$ cat config.mk
export PLATFORM = sky130hd
export DESIGN_NAME = crc32c_stream_engine_unit
export DESIGN_NICKNAME = d
export VERILOG_FILES = /design/src/rtl/crcse_pkg.sv /design/src/rtl/crcse_lane.sv /design/src/rtl/crcse_merge.sv /design/src/rtl/crcse_accum.sv /design/src/rtl/crc32c_stream_engine_unit.sv
export SDC_FILE = /design/constraint.sdc
export NUM_CORES = 2
export LEC_CHECK = 0
export BUFFER_PORTS_ARGS = -buffer_cell sky130_fd_sc_hd__buf_2
export CAP_MARGIN = 20
export CELL_PAD_IN_SITES_DETAIL_PLACEMENT = 1
export CELL_PAD_IN_SITES_GLOBAL_PLACEMENT = 1
export CORE_MARGIN = 2
export CORE_UTILIZATION = 35
export DETAILED_ROUTE_END_ITERATION = 12
export PLACE_DENSITY = 0.59
export SLEW_MARGIN = 20
export SYNTH_ARGS = -nofsm -noshare
export SYNTH_HDL_FRONTEND = slang
export SYNTH_SLANG_ARGS = --single-unit
$ cat constraint.sdc
create_clock -name clk_i -period 22.6 [get_ports clk_i]
set_clock_uncertainty 0.15 [all_clocks]
set_input_delay 4.52 -clock clk_i [delete_from_list [all_inputs] [get_ports clk_i]]
set_output_delay 4.52 -clock clk_i [all_outputs]
set_load 0.1 [all_outputs]
$ cat src/rtl/crcse_pkg.sv
`timescale 1ns / 1ps

package crcse_pkg;

  // Reflected Castagnoli polynomial and basic widths.
  localparam logic [31:0] CRC_POLY  = 32'h82F63B78;
  localparam logic [7:0]  BYTE_MASK = 8'hFF;
  localparam int unsigned CRC_W     = 32;
  localparam int unsigned BYTE_W    = 8;
  // Wide enough to hold a byte count of up to sixteen.
  localparam int unsigned CNT_W     = 5;

  // Per-word sideband that travels down the pipeline next to the lane data.
  typedef struct packed {
    logic [CNT_W-1:0] count;
    logic             first;
    logic [CRC_W-1:0] seed;
    logic             last;
  } ctrl_t;

  // One reflected polynomial step.
  function automatic logic [CRC_W-1:0] crc_step_bit(logic [CRC_W-1:0] r);
    return r[0] ? ((r >> 1) ^ CRC_POLY) : (r >> 1);
  endfunction

  // CRC register after one byte, starting from an all-zero register.
  function automatic logic [CRC_W-1:0] crc_byte_table(logic [BYTE_W-1:0] b);
    logic [CRC_W-1:0] r;
    r = {24'h0, b & BYTE_MASK};
    for (int k = 0; k < 8; k++) begin
      r = crc_step_bit(r);
    end
    return r;
  endfunction

  // Advances a register over a number of zero bytes. Only called with
  // constant arguments, so it folds into a fixed XOR matrix.
  function automatic logic [CRC_W-1:0] crc_zero_adv(logic [CRC_W-1:0] r_in, int nbytes);
    logic [CRC_W-1:0] r;
    r = r_in;
    for (int k = 0; k < 8 * nbytes; k++) begin
      r = crc_step_bit(r);
    end
    return r;
  endfunction

endpackage

$ cat src/rtl/crcse_lane.sv
`timescale 1ns / 1ps

module crcse_lane #(
  parameter int unsigned SHIFT = 0
) (
  input  logic                   clk_i,
  input  logic                   en_i,
  input  logic [7:0]             byte_i,
  output logic [crcse_pkg::CRC_W-1:0] contrib_o
);
  import crcse_pkg::*;

  logic [CRC_W-1:0] tbl;
  logic [CRC_W-1:0] term [CRC_W];
  logic [CRC_W-1:0] contrib_d;
  logic [CRC_W-1:0] contrib_q;

  // Byte CRC from a zero register.
  assign tbl = crc_byte_table(byte_i);

  // Fixed advance over the zero bytes that follow this lane in the word.
  for (genvar j = 0; j < CRC_W; j++) begin : g_col
    localparam logic [CRC_W-1:0] COL = crc_zero_adv(CRC_W'(1) << j, SHIFT);
    assign term[j] = tbl[j] ? COL : '0;
  end

  always_comb begin
    contrib_d = '0;
    for (int j = 0; j < CRC_W; j++) begin
      contrib_d = contrib_d ^ term[j];
    end
  end

  // Lane result register.
  always_ff @(posedge clk_i) begin
    if (en_i) begin
      contrib_q <= contrib_d;
    end
  end

  assign contrib_o = contrib_q;

endmodule

$ cat src/rtl/crcse_merge.sv
`timescale 1ns / 1ps

module crcse_merge #(
  parameter int unsigned LANES = 8
) (
  input  logic                               clk_i,
  input  logic                               en_i,
  input  logic [LANES*crcse_pkg::CRC_W-1:0]  lanes_i,
  output logic [crcse_pkg::CRC_W-1:0]        sum_o
);
  import crcse_pkg::*;

  logic [CRC_W-1:0] sum_d;
  logic [CRC_W-1:0] sum_q;

  // The CRC is linear, so the lane contributions combine by XOR.
  always_comb begin
    sum_d = '0;
    for (int p = 0; p < LANES; p++) begin
      sum_d = sum_d ^ lanes_i[p*CRC_W +: CRC_W];
    end
  end

  always_ff @(posedge clk_i) begin
    if (en_i) begin
      sum_q <= sum_d;
    end
  end

  assign sum_o = sum_q;

endmodule

$ cat src/rtl/crcse_accum.sv
`timescale 1ns / 1ps

module crcse_accum #(
  parameter int unsigned BYTES = 8
) (
  input  logic                         clk_i,
  input  logic                         rst_ni,
  input  logic                         en_i,
  input  logic [crcse_pkg::CRC_W-1:0]  sum_i,
  input  crcse_pkg::ctrl_t             ctrl_i,
  output logic [crcse_pkg::CRC_W-1:0]  crc_value_o,
  output logic                         is_last_o
);
  import crcse_pkg::*;

  logic [CRC_W-1:0] zcol [BYTES+1][CRC_W];
  logic [CRC_W-1:0] start;
  logic [CRC_W-1:0] adv;
  logic [CRC_W-1:0] col;
  logic [CRC_W-1:0] crc_d;
  logic [CRC_W-1:0] crc_q;
  logic             is_last_q;

  // Columns of the zero-byte advance matrix for every possible count.
  for (genvar n = 0; n <= BYTES; n++) begin : g_cnt
    for (genvar j = 0; j < CRC_W; j++) begin : g_col
      localparam logic [CRC_W-1:0] COL = crc_zero_adv(CRC_W'(1) << j, n);
      assign zcol[n][j] = COL;
    end
  end

  // A first word restarts from the inverted seed.
  assign start = ctrl_i.first ? ~ctrl_i.seed : crc_q;

  // Advance the running register over count bytes, then add the data term.
  always_comb begin
    adv = '0;
    col = '0;
    for (int j = 0; j < CRC_W; j++) begin
      col = '0;
      for (int k = 0; k <= BYTES; k++) begin
        if (ctrl_i.count == CNT_W'(k)) begin
          col = zcol[k][j];
        end
      end
      adv = adv ^ (start[j] ? col : '0);
    end
    crc_d = adv ^ sum_i;
  end

  // Running CRC register; reset matches a message started from seed zero.
  always_ff @(posedge clk_i or negedge rst_ni) begin
    if (!rst_ni) begin
      crc_q <= '1;
    end else if (en_i) begin
      crc_q <= crc_d;
    end
  end

  always_ff @(posedge clk_i) begin
    if (en_i) begin
      is_last_q <= ctrl_i.last;
    end
  end

  assign crc_value_o = ~crc_q;
  assign is_last_o   = is_last_q;

endmodule

$ cat src/rtl/crc32c_stream_engine_unit.sv
`timescale 1ns / 1ps
// Channel  Direction  Handshake                Payload
// in       input      in_valid_i / in_ready_o  data_bytes_i, byte_count_i, first_i, seed_i, last_i
// out      output     out_valid_o / out_ready_i crc_value_o, is_last_o
//
// One word is taken every cycle while in_ready_o is high; its result passes the lane, merge and accumulator registers.
// The only feedback loop is the running register update: a count-selected
// zero-byte advance matrix followed by the XOR with the merged lane term.
// Reset clears all valid bits and sets the running register to all ones.
// Each stage holds its word while the next stage is full and stalled.

module crc32c_stream_engine_unit #(
  parameter int unsigned BYTES_PER_ITEM = 8
) (
  input  logic        clk_i,
  input  logic        rst_ni,
  input  logic        in_valid_i,
  output logic        in_ready_o,
  input  logic [63:0] data_bytes_i,
  input  logic [3:0]  byte_count_i,
  input  logic        first_i,
  input  logic [31:0] seed_i,
  input  logic        last_i,
  output logic        out_valid_o,
  input  logic        out_ready_i,
  output logic [31:0] crc_value_o,
  output logic        is_last_o
);
  import crcse_pkg::*;

  localparam int unsigned AW = 8 * BYTES_PER_ITEM + 64;

  logic                              rdy1, rdy2, rdy3;
  logic                              en1, en2, en3;
  logic                              v1_q, v2_q, v3_q;
  logic [CNT_W-1:0]                  count_sat;
  logic [AW-1:0]                     ext;
  logic [AW-1:0]                     shifted;
  logic [8*BYTES_PER_ITEM-1:0]       aligned;
  logic [BYTES_PER_ITEM*CRC_W-1:0]   lanes;
  logic [CRC_W-1:0]                  sum;
  ctrl_t                             ctrl1_d, ctrl1_q, ctrl2_q;

  // Per-stage ready: a stage takes a word when empty or when it drains.
  assign rdy3 = ~v3_q | out_ready_i;
  assign rdy2 = ~v2_q | rdy3;
  assign rdy1 = ~v1_q | rdy2;
  assign en1  = in_valid_i & rdy1;
  assign en2  = v1_q & rdy2;
  assign en3  = v2_q & rdy3;

  assign in_ready_o  = rdy1;
  assign out_valid_o = v3_q;

  // Saturate the byte count at the word size.
  assign count_sat = (CNT_W'(byte_count_i) > CNT_W'(BYTES_PER_ITEM)) ?
                     CNT_W'(BYTES_PER_ITEM) : CNT_W'(byte_count_i);

  // Right-align the valid bytes so that each lane has a fixed tail length.
  // Leading zero bytes leave a zero register unchanged, and bytes above the
  // count fall off the top.
  assign ext     = AW'(data_bytes_i);
  assign shifted = ext << (8 * (BYTES_PER_ITEM - int'(count_sat)));
  assign aligned = shifted[8*BYTES_PER_ITEM-1:0];

  assign ctrl1_d = '{count: count_sat, first: first_i, seed: seed_i, last: last_i};

  // Byte lanes.
  for (genvar p = 0; p < BYTES_PER_ITEM; p++) begin : g_lane
    crcse_lane #(
      .SHIFT(BYTES_PER_ITEM - 1 - p)
    ) u_lane (
      .clk_i    (clk_i),
      .en_i     (en1),
      .byte_i   (aligned[8*p +: 8]),
      .contrib_o(lanes[CRC_W*p +: CRC_W])
    );
  end

  // Merge of the lane contributions.
  crcse_merge #(
    .LANES(BYTES_PER_ITEM)
  ) u_merge (
    .clk_i  (clk_i),
    .en_i   (en2),
    .lanes_i(lanes),
    .sum_o  (sum)
  );

  // Running register and output word.
  crcse_accum #(
    .BYTES(BYTES_PER_ITEM)
  ) u_accum (
    .clk_i      (clk_i),
    .rst_ni     (rst_ni),
    .en_i       (en3),
    .sum_i      (sum),
    .ctrl_i     (ctrl2_q),
    .crc_value_o(crc_value_o),
    .is_last_o  (is_last_o)
  );

  // Valid bits of the three stages.
  always_ff @(posedge clk_i or negedge rst_ni) begin
    if (!rst_ni) begin
      v1_q <= 1'b0;
      v2_q <= 1'b0;
      v3_q <= 1'b0;
    end else begin
      if (rdy1) begin
        v1_q <= in_valid_i;
      end
      if (rdy2) begin
        v2_q <= v1_q;
      end
      if (rdy3) begin
        v3_q <= v2_q;
      end
    end
  end

  // Sideband that follows the lane data.
  always_ff @(posedge clk_i) begin
    if (en1) begin
      ctrl1_q <= ctrl1_d;
    end
    if (en2) begin
      ctrl2_q <= ctrl1_q;
    end
  end

endmodule

==> After elaboration in Yosys (flattened, before gate mapping) <==
Index checks and enable logic that the tools add are counted.
{ "word_totals": {"elab_cells": 1038, "out_inout_bits": 35, "inputBits": 106, "reg_bits": 402} }
{ "op_classes": {"muxes": 642, "n_reduce_logical": 1, "shift": 1, "magnitude_cmp": 1, "bitwise_logic": 362, "eq_ne": 8, "addsub": 1} }
{ "ops": {"columns": ["operator", "count"], "rows": [
  ["two-way mux 32 bit", 385],
  ["bitwise XOR 32 bit", 206],
  ["two-way mux 31 bit", 56],
  ["two-way mux 30 bit", 36],
  ["NOT 16 -> 17 bit", 56],
  ["two-way mux 29 bit", 22],
  ["bitwise XOR 32 x 31 -> 32 bit", 17],
  ["bitwise XOR 32 x 30 -> 32 bit", 10],
  ["two-way mux 28 bit", 7],
  ["bitwise XOR 32 x 29 -> 32 bit", 5],
  ["NOT 4 -> 17 bit", 8],
  ["two-way mux 27 bit", 5],
  ["two-way mux 26 bit", 5],
  ["two-way mux 25 bit", 5],
  ["two-way mux 24 bit", 5],
  ["two-way mux 23 bit", 5],
  ["two-way mux 22 bit", 5],
  ["two-way mux 21 bit", 5],
  ["two-way mux 20 bit", 5],
  ["two-way mux 19 bit", 5],
  ["two-way mux 18 bit", 5],
  ["two-way mux 17 bit", 5],
  ["two-way mux 16 bit", 5],
  ["two-way mux 15 bit", 5],
  ["54 further kinds", 143]
]} }

==> Longest topological paths before layout <==
{ "logic_depth": {"depth_word": 52, "ltp_mapped": 18, "mapped_depth_nobuf": 12} }

==> By module <==
Synthesis repeated with hierarchy kept, for this count alone.
{ "unflattened": {"hier_cells": 3866, "hier_area_um2": 37631.1} }
{ "modules_own_cells": {"columns": ["mod", "seq_area_each_um2", "area_each_um2", "cells_per_inst", "n_inst"], "rows": [
  ["crcse_accum", 870.8, 17589.4, 2517, 1],
  ["crc32c_stream_engine_unit", 2357.3, 4837.1, 401, 1],
  ["crcse_merge", 960.9, 2922.8, 256, 1],
  ["crcse_lane at g_lane[4].u_lane", 960.9, 1662.8, 84, 1],
  ["crcse_lane at g_lane[5].u_lane", 960.9, 1637.8, 89, 1],
  ["crcse_lane at g_lane[1].u_lane", 960.9, 1609.0, 86, 1],
  ["crcse_lane at g_lane[3].u_lane", 960.9, 1517.7, 86, 1],
  ["crcse_lane at g_lane[0].u_lane", 960.9, 1488.9, 86, 1],
  ["crcse_lane at g_lane[6].u_lane", 960.9, 1477.7, 89, 1],
  ["crcse_lane at g_lane[7].u_lane", 960.9, 1467.7, 88, 1],
  ["crcse_lane at g_lane[2].u_lane", 960.9, 1420.1, 84, 1]
]} }

==> Worst setup path after synthesis <==
No wires, ideal clock.
{ "synth_timing": {"path_kind": "input port to flip-flop", "startpoint": "input port out_ready_i", "endpoint": "register ctrl1_q[0] (netlist name) (enable)", "slack_ps": 9715, "path_stages": 3, "setup_time_ps": 690, "arrival_time_ps": 12045, "required_ps": 21760, "n_path_buf": 0, "path_cell_list": "nor2b_1 nand3_1 and2_1"} }
{ "synth_between": {"elab_chain_len": 4} }
{ "synth_lines": {"columns": ["item", "line", "rtl"], "rows": [
  ["start: declaration", "crc32c_stream_engine_unit.sv:25", "input logic out_ready_i,"],
  ["bitwise OR 1 bit", "crc32c_stream_engine_unit.sv:45", "assign rdy3 = ~v3_q | out_ready_i;"],
  ["bitwise OR 1 bit", "crc32c_stream_engine_unit.sv:46", "assign rdy2 = ~v2_q | rdy3;"],
  ["bitwise OR 1 bit", "crc32c_stream_engine_unit.sv:47", "assign rdy1 = ~v1_q | rdy2;"],
  ["named net in_ready_o", "crc32c_stream_engine_unit.sv:18", "output logic in_ready_o,"],
  ["bitwise AND 1 bit", "crc32c_stream_engine_unit.sv:48", "assign en1 = in_valid_i & rdy1;"],
  ["named net en1", "crc32c_stream_engine_unit.sv:34", "logic en1, en2, en3;"],
  ["end signal: assignment", "crc32c_stream_engine_unit.sv:125", "ctrl1_q <= ctrl1_d;"],
  ["end: declaration", "crc32c_stream_engine_unit.sv:42", "ctrl_t ctrl1_d, ctrl1_q, ctrl2_q;"]
]} }
The timed path passes the listed nets, and every way through them passes these cells.
A chain may end at the register's enable or synchronous reset.

==> Worst setup path after layout <==
{ "layout_timing": {"startpoint": "input port out_ready_i", "endpoint": "output port in_ready_o"} }
{ "layout_between": {"elab_chain_len": 3} }
{ "layout_lines": {"columns": ["item", "line"], "rows": [
  ["bitwise OR 1 bit", "crc32c_stream_engine_unit.sv:45"],
  ["bitwise OR 1 bit", "crc32c_stream_engine_unit.sv:46"],
  ["bitwise OR 1 bit", "crc32c_stream_engine_unit.sv:47"],
  ["end: declaration", "crc32c_stream_engine_unit.sv:18"]
]} }
Every way passes these cells.

==> impl_metrics.tcl <==
set metrics [dict create \
    status "finished, final reports clean" \
    yosysUniqueCellTypes 116 \
    cts.clk_slew.worst_paths_ns 0.06 \
    cts_tree "yes" \
    ys_ff_latch 400 \
    nets 4854 \
    die_y_um 346 \
    p_sw_frac 0.550 \
    start_util 0.352 \
    port_buffers 140 \
    htree_levels 2 \
    endpoint "in_ready_o" \
    wirelength_um 256000 \
    grt_pass1_wl_um 345000 \
    fmax_mhz 101 \
    io_pins 141 \
    area_growth_pct 9.34 \
    drtIter0Drc 6621 \
    worst-path-max-fanout 3 \
    rows 125 \
    via_count 42100 \
    syn_area_um2 40900 \
    antenna_found_initial 14 \
    slew_headroom 0.118 \
    track_usage 0.415 \
    worstSetupPathType "in -> out" \
    layout_min_cycle_time_ns 9.89 \
    worst_r2r_startpoint "ctrl2_q[37]" \
    cts_made_buffers 47 \
    globalplace.congestion 1.07 \
    dr.pass1.iters 7 \
    p_leak_nw 15.2 \
    slew_violations 0 \
    synth.avg_cell_area_um2 8.54 \
    cts-root-buf "clkbuf_16" \
    netlist_instances 4791 \
    synth-main-ff-cell "edfxtp_1" \
    clk_latency_ns 0.65 \
    hp-class "reg -> reg" \
    rrSetupSlack_ns 15.76 \
    fin_crit_sh 0.438 \
    switchingPower_mw 3.78 \
    hold_viol_final 0 \
    post_cts_resized 0 \
    wl_per_cell_um 40.5 \
    place_inst 6220 \
    cp-end-kind "output port" \
    dp_hpwl_um 177000 \
    whs_ns 0.268 \
    die_x_um 346 \
    register_area_um2 11900 \
    drv_cap 0 \
    comb_power_share 0.697 \
    min_from "ctrl1_q[27]" \
    drtAntennaViolNets 0 \
    clockBufferDepth 3 \
    pwr_density_cell_nw_per_um2 154 \
    seqPwrFrac 0.192 \
    grt_overflow_total 0 \
    synth-edff-count 365 \
    worstPathRequired_ns 17.93 \
    r2r-end "u_accum.crc_q[29]" \
    rsz0062_at_grt "no" \
    power_frac_clock 0.111 \
    multiInputGateArea_um2 26900 \
    synth-async-reset-ratio 0.0875 \
    start_kind "input pin" \
    drive_gt1_frac 0.130 \
    die_area_um2 120000 \
    setup_tns_ns 0 \
    drc 0 \
    worst_pin_slew_ns 1.31 \
    finalSetupViolCount 0 \
    hold_buffers 0 \
    seq_area_frac_synth 0.290 \
    grt_pass1_vias 40200 \
    grt_max_degree 181 \
    routed_via_density 6.65 \
    postCtsSetupBuffers 0 \
    worst_ep_arrival_time_ns 5.22 \
    internal_power_mw 3.10 \
    ir_worst_vdd_v 0.0000710 \
    final_cells 6326 \
    nFillCells 13600 \
    coreArea_um2 116000 \
    synth_warnings 0 \
    cts_sinks 400 \
    ff2ff_path_depth 14 \
    crit_start "out_ready_i" \
]
==> power by group through the flow <==
stage / registers [mW] / clock network (mW) / logic [mW]
4_1_cts: 1.32 / 0.779 / 4.47
3_5_place_dp: 1.33 / 0 / 4.46
3_3_place_gp: 1.32 / 0 / 4.42
2_1_floorplan: 1.26 / 0 / 2.76
5_1_grt: 1.34 / 0.805 / 4.80
6_report: 1.32 / 0.763 / 4.79
==> synthesized netlist by cell type (all sizes together), types with 47 or more instances <==
master | count | share of area
xnor2 | 928 | 0.20
nor2 | 453 | 0.043
nand2 | 408 | 0.038
o21ai | 375 | 0.047
edfxtp | 365 | 0.27
a21oi | 336 | 0.042
buf | 283 | 0.039
xor2 | 275 | 0.061
o22ai | 164 | 0.025
clkbuf | 154 | 0.014
nor3 | 83 | 0.011
nand3 | 76 | 0.0093
mux2i | 68 | 0.017
nand2b | 61 | 0.0093
a22oi | 59 | 0.011
inv | 56 | 0.0052
a32oi | 47 | 0.010
==> flip-flops by register name (all words and copies together) (netlist names) <==
name                     cells
out_valid_o                  1
u_merge.sum_o               32
v1_q                         1
g_lane.u_lane.contrib_o    256
ctrl2_q                     38
u_accum.is_last_o            1
ctrl1_q                     38
u_accum.crc_q               32
v2_q                         1
==> cell usage in the layout (no fill, tap or decap), types with 12 or more instances in the layout <==
cell type and count:
a32oi_1 46, o31ai_1 19, a31oi_1 37, a21o_1 14
mux2i_1 64, dfstp_2 32, o221ai_1 31, o21ai_0 289
nor2_2 24, nor3_1 78, a2111oi_0 12, a21oi_1 326
nand3_1 76, xor2_2 12, nand2_1 399, nand2b_1 59
a22oi_1 57, a211oi_1 38, edfxtp_1 365, o21ai_2 13
xnor2_2 19, buf_4 197, o22ai_1 164, xnor2_1 909
inv_1 51, nor2b_1 33, clkbuf_16 47, and2_1 22
diode_2 18, o32ai_1 21, xor2_1 263, buf_2 140
a21boi_0 14, a2bb2oi_1 14, o21ai_1 72, o211ai_1 39
nor2_1 423, xnor3_1 38, a221oi_1 22
==> how the worst min path moves through the flow <==
stage | end | cells past startpoint
floorplan | ctrl2_q[0] | 0
global placement | ctrl2_q[36] | 0
detailed placement | ctrl2_q[20] | 0
CTS | ctrl2_q[20] | 0
global route | ctrl2_q[9] | 0
finish | ctrl2_q[27] | 0
==> stage by stage <==
| stage | util | instance area [um^2] | setup WS (ns) | power, mW |
|---|---|---|---|---|
| final | 0.385 | 44700 | 12.71 | 6.87 |
| after CTS | 0.384 | 44600 | 12.69 | 6.57 |
| after floorplan | - | 40900 | 9.71 | 4.02 |
| after global placement | 0.371 | 43000 | 12.70 | 5.74 |
| after detailed placement | 0.371 | 43000 | 12.60 | 5.79 |
| after global routing | 0.385 | 44700 | 12.61 | 6.94 |
==> cell type report <==
class	count	share of cell area
clock inverters	26	0.00666
clock buffers	60	0.0278
diodes	18	0.00101
repair buffers	342	0.0505
multi-input cells	3900	0.601
flip-flops and latches	400	0.266
inverters	56	0.00476
well taps	1524	0.0426
==> logic make-up (layout without fill, tap and decap cells) <==
family,after synthesis,in the layout,synth area share
and+or+nand+nor,1216,1216,0.132
DFF,400,400,0.290
xor gates and xnor gates,1243,1243,0.284
adders and majority gates,3,3,0.000795
muxes,78,78,0.0207
AOI/OAI and AO/OA,1357,1357,0.213
other,1,21,0.0000917
buffers and inverters,493,484,0.0587
==> worst max-delay path, cell delays in order <==
cell and delay [ns]:
buf_2 0.11, nor2b_1 0.14, nand3_1 0.13, buf_2 0.32
==> routing by layer <==
metal,part of all wire,track usage,vias to the layer above
met2,0.40,0.588,3487
met5,0.00075,0.00680,-
li1,-,-,16800
met3,0.12,0.156,1243
met4,0.12,0.390,14
met1,0.35,0.479,20500
No activity file was read; power rests on OpenSTA's default activity.
